<file path="src/hdl/aib_pkg.sv">
// Package for the activity intensity binner: field types, register codes and helpers.
`default_nettype none

package aib_pkg;

  // Field widths
  localparam int COUNT_W    = 16;
  localparam int MINUTE_W   = 20;
  localparam int SUM_W      = COUNT_W + MINUTE_W;
  localparam int CUT_W      = 16;
  localparam int GROUP_W    = 3;
  localparam int LEVELS     = 5;
  localparam int CFG_IDX_W  = 3;
  localparam int CFG_DATA_W = 16;

  typedef logic [CFG_IDX_W-1:0] cfg_idx_t;
  typedef logic [GROUP_W-1:0]   group_t;

  // Register indexes
  localparam cfg_idx_t REG_CUT_1 = 3'd0;
  localparam cfg_idx_t REG_CUT_2 = 3'd1;
  localparam cfg_idx_t REG_CUT_3 = 3'd2;
  localparam cfg_idx_t REG_CUT_4 = 3'd3;

  // Register reset values
  localparam logic [CUT_W-1:0] CUT_1_RST = 16'd100;
  localparam logic [CUT_W-1:0] CUT_2_RST = 16'd760;
  localparam logic [CUT_W-1:0] CUT_3_RST = 16'd2020;
  localparam logic [CUT_W-1:0] CUT_4_RST = 16'd5999;

  // Combined group codes; codes below GROUP_LVL23 are single levels
  localparam group_t GROUP_LVL23 = 3'd5;
  localparam group_t GROUP_LVL45 = 3'd6;
  localparam group_t GROUP_LAST  = 3'd7;

  typedef struct packed {
    logic [COUNT_W-1:0] sample_count;
    logic               end_of_record;
  } in_word_t;

  typedef struct packed {
    group_t              group_index;
    logic [MINUTE_W-1:0] minutes;
    logic [SUM_W-1:0]    count_sum;
    logic                last_group;
  } out_word_t;

  typedef struct packed {
    logic [CUT_W-1:0] cut_1;
    logic [CUT_W-1:0] cut_2;
    logic [CUT_W-1:0] cut_3;
    logic [CUT_W-1:0] cut_4;
  } cuts_t;

  // Control from the input stage to the tally block
  typedef struct packed {
    logic take;
    logic end_of_record;
  } step_t;

  typedef logic [LEVELS-1:0][MINUTE_W-1:0] level_min_t;
  typedef logic [LEVELS-1:0][SUM_W-1:0]    level_sum_t;

  function automatic logic [MINUTE_W-1:0] sat_add_min(input logic [MINUTE_W-1:0] a,
                                                      input logic [MINUTE_W-1:0] b);
    logic [MINUTE_W:0] s;
    s = {1'b0, a} + {1'b0, b};
    return s[MINUTE_W] ? {MINUTE_W{1'b1}} : s[MINUTE_W-1:0];
  endfunction

  function automatic logic [SUM_W-1:0] sat_add_sum(input logic [SUM_W-1:0] a,
                                                   input logic [SUM_W-1:0] b);
    logic [SUM_W:0] s;
    s = {1'b0, a} + {1'b0, b};
    return s[SUM_W] ? {SUM_W{1'b1}} : s[SUM_W-1:0];
  endfunction

  // First test that holds picks the level; no bit set when none holds
  function automatic logic [LEVELS-1:0] classify(input logic [COUNT_W-1:0] c,
                                                 input cuts_t cuts);
    logic [LEVELS-1:0] hit;
    hit    = '0;
    hit[0] = (c < cuts.cut_1);
    hit[1] = !hit[0] && (c >= cuts.cut_1) && (c < cuts.cut_2);
    hit[2] = !(hit[0] || hit[1]) && (c >= cuts.cut_2) && (c < cuts.cut_3);
    hit[3] = !(hit[0] || hit[1] || hit[2]) && (c >= cuts.cut_3) && (c < cuts.cut_4);
    hit[4] = !(hit[0] || hit[1] || hit[2] || hit[3]) && (c >= cuts.cut_4);
    return hit;
  endfunction

endpackage

`default_nettype wire

</file>
<file path="src/hdl/activity_intensity_binner.sv">
// Top level of the activity intensity binner.
`default_nettype none

// Bins one count word per cycle into five intensity levels set by four cutpoint
// registers, keeping a saturating minute tally and count sum per level. A word
// is taken every cycle unless in_stall is high; it is classified and added as
// it leaves the input register. A word marked end of record closes the
// record: its tallies move into a snapshot and clear, and eight result words
// follow, one per cycle the output side takes (levels 1 to 5, then levels 2-3,
// 4-5 and 2-5, the last flagged). Words of the next record keep flowing during
// the readout; a second end-of-record word waits in the input register until
// the eighth result of the previous readout has been loaded into the output
// register. Write the cutpoints only while the block is idle.
module activity_intensity_binner (
  input  wire logic                           clk,
  input  wire logic                           rst_n,
  input  wire logic                           in_valid,
  output logic                                in_stall,
  input  wire aib_pkg::in_word_t              in_data,
  output logic                                out_valid,
  input  wire logic                           out_stall,
  output aib_pkg::out_word_t                  out_data,
  input  wire logic                           cfg_wr_en,
  input  wire aib_pkg::cfg_idx_t              cfg_index,
  input  wire logic [aib_pkg::CFG_DATA_W-1:0] cfg_data
);
  import aib_pkg::*;

  cuts_t      cuts_r;
  logic       s1_valid_r, s1_valid_nxt;
  in_word_t   s1_word_r;
  logic       s1_hold, s1_take, in_accept;
  step_t      step;
  level_min_t snap_min;
  level_sum_t snap_sum;
  logic       busy_r, busy_nxt;
  group_t     rd_idx_r, rd_idx_nxt;
  logic       out_load;
  logic       out_valid_r, out_valid_nxt;
  out_word_t  out_word_r, out_word_nxt;
  logic [MINUTE_W-1:0] c23_min_r, c45_min_r, call_min_r;
  logic [SUM_W-1:0]    c23_sum_r, c45_sum_r, call_sum_r;

  // Cutpoint registers; unknown indexes drop the write
  always_ff @(posedge clk) begin
    if (!rst_n) begin
      cuts_r.cut_1 <= CUT_1_RST;
      cuts_r.cut_2 <= CUT_2_RST;
      cuts_r.cut_3 <= CUT_3_RST;
      cuts_r.cut_4 <= CUT_4_RST;
    end else if (cfg_wr_en) begin
      unique case (cfg_index)
        REG_CUT_1: cuts_r.cut_1 <= cfg_data;
        REG_CUT_2: cuts_r.cut_2 <= cfg_data;
        REG_CUT_3: cuts_r.cut_3 <= cfg_data;
        REG_CUT_4: cuts_r.cut_4 <= cfg_data;
        default:   ;
      endcase
    end
  end

  // Input register; hold an end-of-record word while the snapshot is in use
  assign s1_hold   = s1_valid_r && s1_word_r.end_of_record && busy_r;
  assign s1_take   = s1_valid_r && !s1_hold;
  assign in_stall  = s1_hold;
  assign in_accept = in_valid && !in_stall;

  always_comb begin
    s1_valid_nxt = in_accept || s1_hold;
  end

  always_ff @(posedge clk) begin
    if (!rst_n) begin
      s1_valid_r <= 1'b0;
    end else begin
      s1_valid_r <= s1_valid_nxt;
    end
  end

  always_ff @(posedge clk) begin
    if (in_accept) begin
      s1_word_r <= in_data;
    end
  end

  assign step.take          = s1_take;
  assign step.end_of_record = s1_word_r.end_of_record;

  aib_tally u_tally (
    .clk      (clk),
    .rst_n    (rst_n),
    .step     (step),
    .count    (s1_word_r.sample_count),
    .cuts     (cuts_r),
    .snap_min (snap_min),
    .snap_sum (snap_sum)
  );

  // Combined groups from the snapshot; ready well before their turn in readout
  always_ff @(posedge clk) begin
    c23_min_r  <= sat_add_min(snap_min[1], snap_min[2]);
    c23_sum_r  <= sat_add_sum(snap_sum[1], snap_sum[2]);
    c45_min_r  <= sat_add_min(snap_min[3], snap_min[4]);
    c45_sum_r  <= sat_add_sum(snap_sum[3], snap_sum[4]);
    call_min_r <= sat_add_min(c23_min_r, c45_min_r);
    call_sum_r <= sat_add_sum(c23_sum_r, c45_sum_r);
  end

  // Readout sequencing: load one group per free output slot
  assign out_load = busy_r && (!out_valid_r || !out_stall);

  always_comb begin
    busy_nxt   = busy_r;
    rd_idx_nxt = rd_idx_r;
    if (out_load) begin
      rd_idx_nxt = rd_idx_r + 3'd1;
      if (rd_idx_r == GROUP_LAST) begin
        busy_nxt = 1'b0;
      end
    end
    if (s1_take && s1_word_r.end_of_record) begin
      busy_nxt = 1'b1;
    end
  end

  always_ff @(posedge clk) begin
    if (!rst_n) begin
      busy_r   <= 1'b0;
      rd_idx_r <= '0;
    end else begin
      busy_r   <= busy_nxt;
      rd_idx_r <= rd_idx_nxt;
    end
  end

  // Select the group word to load
  always_comb begin
    out_word_nxt.group_index = rd_idx_r;
    out_word_nxt.last_group  = (rd_idx_r == GROUP_LAST);
    if (rd_idx_r == GROUP_LVL23) begin
      out_word_nxt.minutes   = c23_min_r;
      out_word_nxt.count_sum = c23_sum_r;
    end else if (rd_idx_r == GROUP_LVL45) begin
      out_word_nxt.minutes   = c45_min_r;
      out_word_nxt.count_sum = c45_sum_r;
    end else if (rd_idx_r == GROUP_LAST) begin
      out_word_nxt.minutes   = call_min_r;
      out_word_nxt.count_sum = call_sum_r;
    end else begin
      out_word_nxt.minutes   = snap_min[rd_idx_r];
      out_word_nxt.count_sum = snap_sum[rd_idx_r];
    end
  end

  // Output register
  always_comb begin
    out_valid_nxt = out_load || (out_valid_r && out_stall);
  end

  always_ff @(posedge clk) begin
    if (!rst_n) begin
      out_valid_r <= 1'b0;
    end else begin
      out_valid_r <= out_valid_nxt;
    end
  end

  always_ff @(posedge clk) begin
    if (out_load) begin
      out_word_r <= out_word_nxt;
    end
  end

  assign out_valid = out_valid_r;
  assign out_data  = out_word_r;

endmodule

`default_nettype wire

</file>
<file path="src/hdl/aib_tally.sv">
// Per-level minute tallies and count sums, with a snapshot taken at each end of record.
`default_nettype none

module aib_tally (
  input  wire logic                        clk,
  input  wire logic                        rst_n,
  input  wire aib_pkg::step_t              step,
  input  wire logic [aib_pkg::COUNT_W-1:0] count,
  input  wire aib_pkg::cuts_t              cuts,
  output aib_pkg::level_min_t              snap_min,
  output aib_pkg::level_sum_t              snap_sum
);
  import aib_pkg::*;

  level_min_t        tally_min_r, tally_min_nxt;
  level_sum_t        tally_sum_r, tally_sum_nxt;
  level_min_t        snap_min_r;
  level_sum_t        snap_sum_r;
  logic [LEVELS-1:0] hit;

  assign hit = classify(count, cuts);

  // Add the word into the level it falls in
  always_comb begin
    for (int i = 0; i < LEVELS; i++) begin
      if (hit[i]) begin
        tally_min_nxt[i] = sat_add_min(tally_min_r[i], MINUTE_W'(1));
        tally_sum_nxt[i] = sat_add_sum(tally_sum_r[i], SUM_W'(count));
      end else begin
        tally_min_nxt[i] = tally_min_r[i];
        tally_sum_nxt[i] = tally_sum_r[i];
      end
    end
  end

  // Advance tallies; on end of record copy them out and clear
  always_ff @(posedge clk) begin
    if (!rst_n) begin
      tally_min_r <= '0;
      tally_sum_r <= '0;
    end else if (step.take) begin
      if (step.end_of_record) begin
        tally_min_r <= '0;
        tally_sum_r <= '0;
      end else begin
        tally_min_r <= tally_min_nxt;
        tally_sum_r <= tally_sum_nxt;
      end
    end
  end

  // Snapshot holds the closed record for readout
  always_ff @(posedge clk) begin
    if (step.take && step.end_of_record) begin
      snap_min_r <= tally_min_nxt;
      snap_sum_r <= tally_sum_nxt;
    end
  end

  assign snap_min = snap_min_r;
  assign snap_sum = snap_sum_r;

endmodule

`default_nettype wire

</file>
<file path="config.mk">
export PLATFORM = sky130hd
export DESIGN_NAME = activity_intensity_binner
export DESIGN_NICKNAME = d
export VERILOG_FILES = /design/src/hdl/aib_pkg.sv /design/src/hdl/activity_intensity_binner.sv /design/src/hdl/aib_tally.sv
export SDC_FILE = /design/constraint.sdc
export NUM_CORES = 2
export LEC_CHECK = 0
export BUFFER_PORTS_ARGS = -buffer_cell sky130_fd_sc_hd__buf_2
export CORE_ASPECT_RATIO = 1.25
export CORE_UTILIZATION = 40
export CTS_CLUSTER_DIAMETER = 40
export DETAILED_ROUTE_END_ITERATION = 12
export HOLD_SLACK_MARGIN = 0.06
export REMOVE_ABC_BUFFERS = 1
export SLEW_MARGIN = 20
export SYNTH_ARGS = -nofsm -noshare
export SYNTH_HDL_FRONTEND = slang
export SYNTH_SLANG_ARGS = --single-unit
</file>
<file path="constraint.sdc">
create_clock -name clk -period 14.18 [get_ports clk]
set_input_delay 0.709 -clock clk [delete_from_list [all_inputs] [get_ports clk]]
set_output_delay 0.709 -clock clk [all_outputs]
set_load 0.02 [all_outputs]
</file>
## After elaboration in Yosys (flattened, before gate mapping)

Cells that the tools add are included.

- Output and inout bits: 62
- Bits of input ports: 41
- Flip-flop bits (word level): 875
- Logic and storage cells: 139

- Magnitude comparators: 9
- Reduce and logical (&&, ||, !) cells: 35
- Eq/ne operators: 6
- Add/subtract/negate cells: 17
- Multiplexer cells: 32

Operators with widths:

| kind | number |
|---|---|
| 2-to-1 mux 36 bit | 11 |
| 2-to-1 mux 20 bit | 11 |
| adder 36 x 16 -> 37 bit | 5 |
| 2-to-1 mux 180 bit | 1 |
| 2-to-1 mux 56 bit | 3 |
| adder 36 x 36 -> 37 bit | 3 |
| binary-select mux 36 bit (select 3 bit) | 1 |
| adder 20 x 1 -> 21 bit, second input constant | 5 |
| 2-to-1 mux 100 bit | 1 |
| >= comparator 16 bit | 4 |
| less-than comparator 16 bit | 4 |
| adder 20 x 20 -> 21 bit | 3 |
| binary-select mux 20 bit (select 3 bit) | 1 |
| logical AND 1 bit | 14 |
| AND reduction 2 bit | 5 |
| equality test 3 bit, second input constant | 3 |
| logical NOT 1 bit | 7 |
| equality test 3 x 2 -> 1 bit, second input constant | 2 |
| logical OR 1 bit | 6 |
| less-than comparator 3 x 4 -> 1 bit, second input constant | 1 |
| nonzero test 2 bit | 2 |
| adder 3 x 1 -> 3 bit, second input constant | 1 |
| equality test 3 x 1 -> 1 bit, second input constant | 1 |
| logical NOT 3 bit | 1 |
| 2-to-1 mux 1 bit | 3 |

## Logic depth before layout (Yosys ltp)

- Word-level depth: 17
- Mapped depth: 16
- Gate-level depth less buffers: 13

## Cells and area by module

Synthesis repeated with hierarchy kept, for this count alone.

- Cell total of the unflattened synthesis: 5,765
- Area, all modules: 52,300.2 um2

By module, submodules not included:

| module | sequential area each (um2) | times used | cells each | area an instance (um2) |
|---|---|---|---|---|
| aib_tally | 14,013.4 | 1 | 3,498 | 32,199.6 |
| activity_intensity_binner | 7,076.8 | 1 | 2,267 | 20,100.5 |

## Worst setup path before layout

No wires, ideal clock.

- Path type: reg2reg
- From: register s1_word_r[0] (netlist bit)
- To: register u_tally.tally_sum_r[70] (netlist bit)
- Buffers on the path: 2
- Clock period less this slack: 14.232 ns
- Data required time: 14.033 ns
- Stages on the path, launching flop included: 8
- Arrival: 14.085 ns
- Library setup time: 0.147 ns
- Setup slack: -0.052 ns
- Path through: edfxtp_1 clkbuf_1 inv_1 clkbuf_1 nor2_1 nor2_1 o311ai_0 o211ai_1

- Cells in the longest elaborated chain, start to end: 4
- Elaborated cells between the ends (all ways): 5
- Classes of those cells: mux (1); reduce/logical (4)

Ends and longest elaborated chain:

| what | line | RTL |
|---|---|---|
| from (decl) | activity_intensity_binner.sv:31 | `in_word_t s1_word_r;` |
| from (signal assigned) | activity_intensity_binner.sv:82 | `s1_word_r <= in_data;` |
| logical AND 1 bit (2 in a row) | activity_intensity_binner.sv:63 | `assign s1_hold = s1_valid_r && s1_word_r.end_of_record && busy_r;` |
| logical NOT 1 bit | activity_intensity_binner.sv:64 | `assign s1_take = s1_valid_r && !s1_hold;` |
| logical AND 1 bit | activity_intensity_binner.sv:64 |  |
| to (signal assigned) | aib_tally.sv:47 | `tally_sum_r <= tally_sum_nxt;` |
| to (decl) | aib_tally.sv:16 | `level_sum_t tally_sum_r, tally_sum_nxt;` |

Several ways; a longest one is shown, not always the timed one.
A chain may end at the register's enable or synchronous reset.

## Worst setup path in the final report

- From: register s1_word_r[10] (netlist bit)
- To: register u_tally.tally_sum_r[96] (netlist bit)

- Cells in the longest elaborated chain, start to end: 10
- Elaborated cells between the ends (all ways): 16
- Classes of those cells: add/sub (1); order compare (5); mux (3); reduce/logical (7)

Ends and longest elaborated chain:

| what | line | RTL |
|---|---|---|
| less-than comparator 16 bit | aib_pkg.sv:83 | `hit[0] = (c < cuts.cut_1);` |
| logical NOT 1 bit | aib_pkg.sv:84 | `hit[1] = !hit[0] && (c >= cuts.cut_1) && (c < cuts.cut_2);` |
| logical AND 1 bit (2 in a row) | aib_pkg.sv:84 |  |
| logical OR 1 bit | aib_pkg.sv:85 | `hit[2] = !(hit[0] \|\| hit[1]) && (c >= cuts.cut_2) && (c < cuts.cut_3);` |
| logical NOT 1 bit | aib_pkg.sv:85 |  |
| logical AND 1 bit (2 in a row) | aib_pkg.sv:85 |  |
| 2-to-1 mux 36 bit (*) | aib_tally.sv:26 | `if (hit[i]) begin` |
| 2-to-1 mux 180 bit (*) | aib_tally.sv:42 | `if (step.end_of_record) begin` |

Mark *: on every way between the ends. The rest lies on a longest branch, timed or not.

==> impl_metrics.py <==
metrics = {
    "synth": {
        "synth_flop_cell": "dfxtp_1",
        "synth_edf_count": 357,
        "yosys-top-cells-area": "edfxtp_1 21%, dfxtp_1 20%, ha_1 7.9%",
        "ys_warn_count": 0,
        "synth_common_cells": "723 x nand2_1, 518 x dfxtp_1, 396 x a21oi_1",
        "synth_area_sq_mm": 0.05066,
        "seq_area_frac_synth_pct": 41.63,
        "synth_top_area_cell": "edfxtp_1",
        "yosysUniqueCellTypes": 101,
        "ys_ff_latch": 875,
        "synth_top_area_share_pct": 21.16,
        "synth_area_per_cell_sq_um": 9.215,
        "synth_most_common_cell": "nand2_1",
        "syn_inst": 5497,
        "async_flop_share_pct": 0,
    },
    "worst_setup_path": {
        "crit_chain": "ha_1 -> a21o_1 -> a21o_1 -> a21oi_1 -> nor2_1 -> a2111oi_4 -> nand4_1 -> buf_4 -> a21oi_2 -> nand3_1 -> a21o_1 -> a22o_1",
        "worst-setup-path-type": "reg -> reg",
        "worst-path-max-fanout": 20,
        "critPathTopFamily": "compound AO/OA/AOI/OAI gates",
        "cp.required_ns": 14.78,
        "crit_slowest_cell": "nand4_1",
        "r2r_cells": 12,
        "slowest_delay_ns": 0.78,
        "crit_path_frequent_cell": "a21o_1",
        "arrival_ns": 5.41,
        "worst-path-buf-inv": 1,
        "r2r_slack_ns": 9.38,
        "end_kind": "flip-flop",
        "cp.depth": 12,
        "cp-start-kind": "flip-flop",
    },
    "cells_and_area": {
        "final_util_pct": 45.34,
        "multi_input_area_sq_mm": 0.02795,
        "drive_gt1_share_pct": 9.421,
        "layout.cells.non_filler": 7307,
        "stdcell_area_sq_mm": 0.05684,
        "register_area_sq_mm": 0.02110,
        "nFillCells": 12010,
        "syn_to_final_growth_pct": 12.20,
        "finalNetCount": 5881,
    },
    "place": {
        "dpl-instance-area_sq_mm": 0.05273,
        "dp_hpwl_um": 109600,
        "gp_congestion": 0.9082,
        "io_buffers": 102,
        "dp_cells": 7077,
    },
    "clock_network": {
        "cts-buffers-inserted": 119,
        "ctsHoldBuffers": 0,
        "clk_pin_slew_worst_paths_ns": 0.06,
        "cts_setup_buffers": 0,
        "cts_tree": "done",
        "clock_path_buffers": 3,
        "clock_latency_ns": 0.74,
        "cts_root_buffer": "clkbuf_16",
        "htree_levels": 3,
        "clock-sinks": 875,
        "cts_resized": 0,
    },
    "hold_path": {
        "hold_depth": 1,
        "hold_class": "in -> reg",
    },
    "timing": {
        "slew_headroom_pct": 21.88,
        "finalHoldViolations": 0,
        "tightest_slew_ns": 1.160,
        "slew_violations": 0,
        "finClkSkew_ns": 0.03839,
        "fmax_ghz": 0.2082,
        "tns_ns": 0,
        "period_minus_slack_ns": 4.802,
        "finalSetupViolCount": 0,
        "period_share_pct": 33.87,
        "rsz0062_at_grt": "no",
    },
    "routing": {
        "first_pass_iters": 6,
        "wl_per_cell_um": 20.67,
        "drt_iter0_markers": 3233,
        "drc": 0,
        "ant_nets": 0,
        "vias_per_cell": 5.727,
        "vias": 41850,
        "routed_wl_um": 151000,
    },
    "pwr": {
        "pwr-share-clk_pct": 46.9,
        "switchingPower_uw": 1743,
        "p_per_area_mw_per_mm2": 114.7,
        "internal_power_uw": 4776,
        "swShare_pct": 26.74,
        "p_seq_share_pct": 42.7,
        "peakVddDrop_mv": 0.09726,
        "comb_power_share_pct": 10.4,
        "total_power_uw": 6520,
        "leakage_uw": 0.02254,
    },
    "global_route": {
        "antenna_found_initial": 5,
        "grt_pass1_vias": 39650,
        "overflow": 0,
        "grt_max_degree": 184,
        "grt_util_all_layers_pct": 23.14,
        "grt_pass1_wl_um": 231300,
    },
    "floorplanning": {
        "initial_core_util_pct": 40.41,
        "die_w_um": 320.3,
        "rows": 145,
        "dieArea_sq_mm": 0.1281,
        "io_pins": 103,
        "die_h_um": 399.9,
        "core_area_sq_mm": 0.1254,
    },
    "job": {
        "cap_violations": 0,
    },
    "run_status": {
        "status": "complete, no violations",
    },
}
## cell families after synthesis
logic type,Yosys count,share of synthesized area [%]
mux,82,3.050
compound gates,1608,20.96
simple gates,1851,17.29
buf+inv,445,3.453
xor+xnor,305,5.273
fa+ha+maj,331,8.339
flops,875,41.63
## metrics by stage
step	setup WS, ns	hold slack (ns)
after detailed placement	9.415	0.4580
after floorplan	-2.500	0.4434
after CTS	9.426	0.1286
after global placement	9.096	0.4531
final	9.378	0.1699
after global routing	9.178	0.1634
## metal layers
layer	part of all wire (%)	up-vias	GRT usage [%]	routed length (um)
met5	0.015	-	0	23
met4	4.4	4	10.72	6705
met3	4.4	279	2.278	6595
met2	48	1049	39.58	72530
met1	43	20220	29.41	65190
li1	-	20300	-	-
## final timing paths
path / end / from
setup / recovery: u_tally.tally_sum_r[96] / s1_word_r[10]
hold / removal: s1_word_r[0] / in_data[0]
hold reg to reg: cuts_r[7] / cuts_r[7]
setup reg to reg: u_tally.tally_sum_r[96] / s1_word_r[10]
## power by group through the flow
stage          logic [uW]  clock network, uW  registers (uW)
2_1_floorplan         457                  0            2840
3_3_place_gp          663                  0            2840
3_5_place_dp          671                  0            2840
4_1_cts               676               3120            2780
5_1_grt               745               3220            2790
6_report              676               3060            2780
## worst register-to-register path: cells and delay by family, from the launching register on
family                     cells  cell delay (ns)
AOI/OAI and AO/OA              7             2.05
and+or+nand+nor                3             1.13
DFF                            1             0.67
buffers and inverters          1             0.50
adders and majority gates      1             0.35
## layout make-up
class	instances	area share [%]
Antenna cell	2	0.008805
Timing Repair Buffer	149	1.570
Inverter	187	1.235
Multi-Input combinational cell	4177	49.18
Tap cell	1690	3.720
Clock buffer	136	5.517
Sequential cell	875	37.12
Clock inverter	91	1.655
## state kept, by name, summed over array words and instances (netlist names), 36 cells and up
signal	flops
u_tally.tally_min_r	100
cuts_r	64
call_sum_r	36
u_tally.snap_min	100
u_tally.tally_sum_r	180
c45_sum_r	36
c23_sum_r	36
u_tally.snap_sum	180
out_data	60
## cell usage in the layout (no fill, tap or decap), types with 30 or more instances in the layout
master,instances
xor2_1,128
a31oi_1,95
o31ai_1,33
a21o_1,121
dfxtp_1,516
edfxtp_1,357
o211ai_1,47
nor2b_1,102
a221oi_1,58
clkbuf_16,122
ha_1,319
buf_4,44
nand2_1,720
and2_1,30
nand4_1,46
o21ai_0,349
nand3_1,154
a21boi_0,46
a22o_1,102
a211oi_1,35
nor3_1,169
nor2_1,327
nand2b_1,57
xnor2_1,177
mux4_2,56
inv_1,185
buf_2,102
and3_1,84
o21a_1,85
a21oi_1,395
Power figures use the tool's default switching activity.
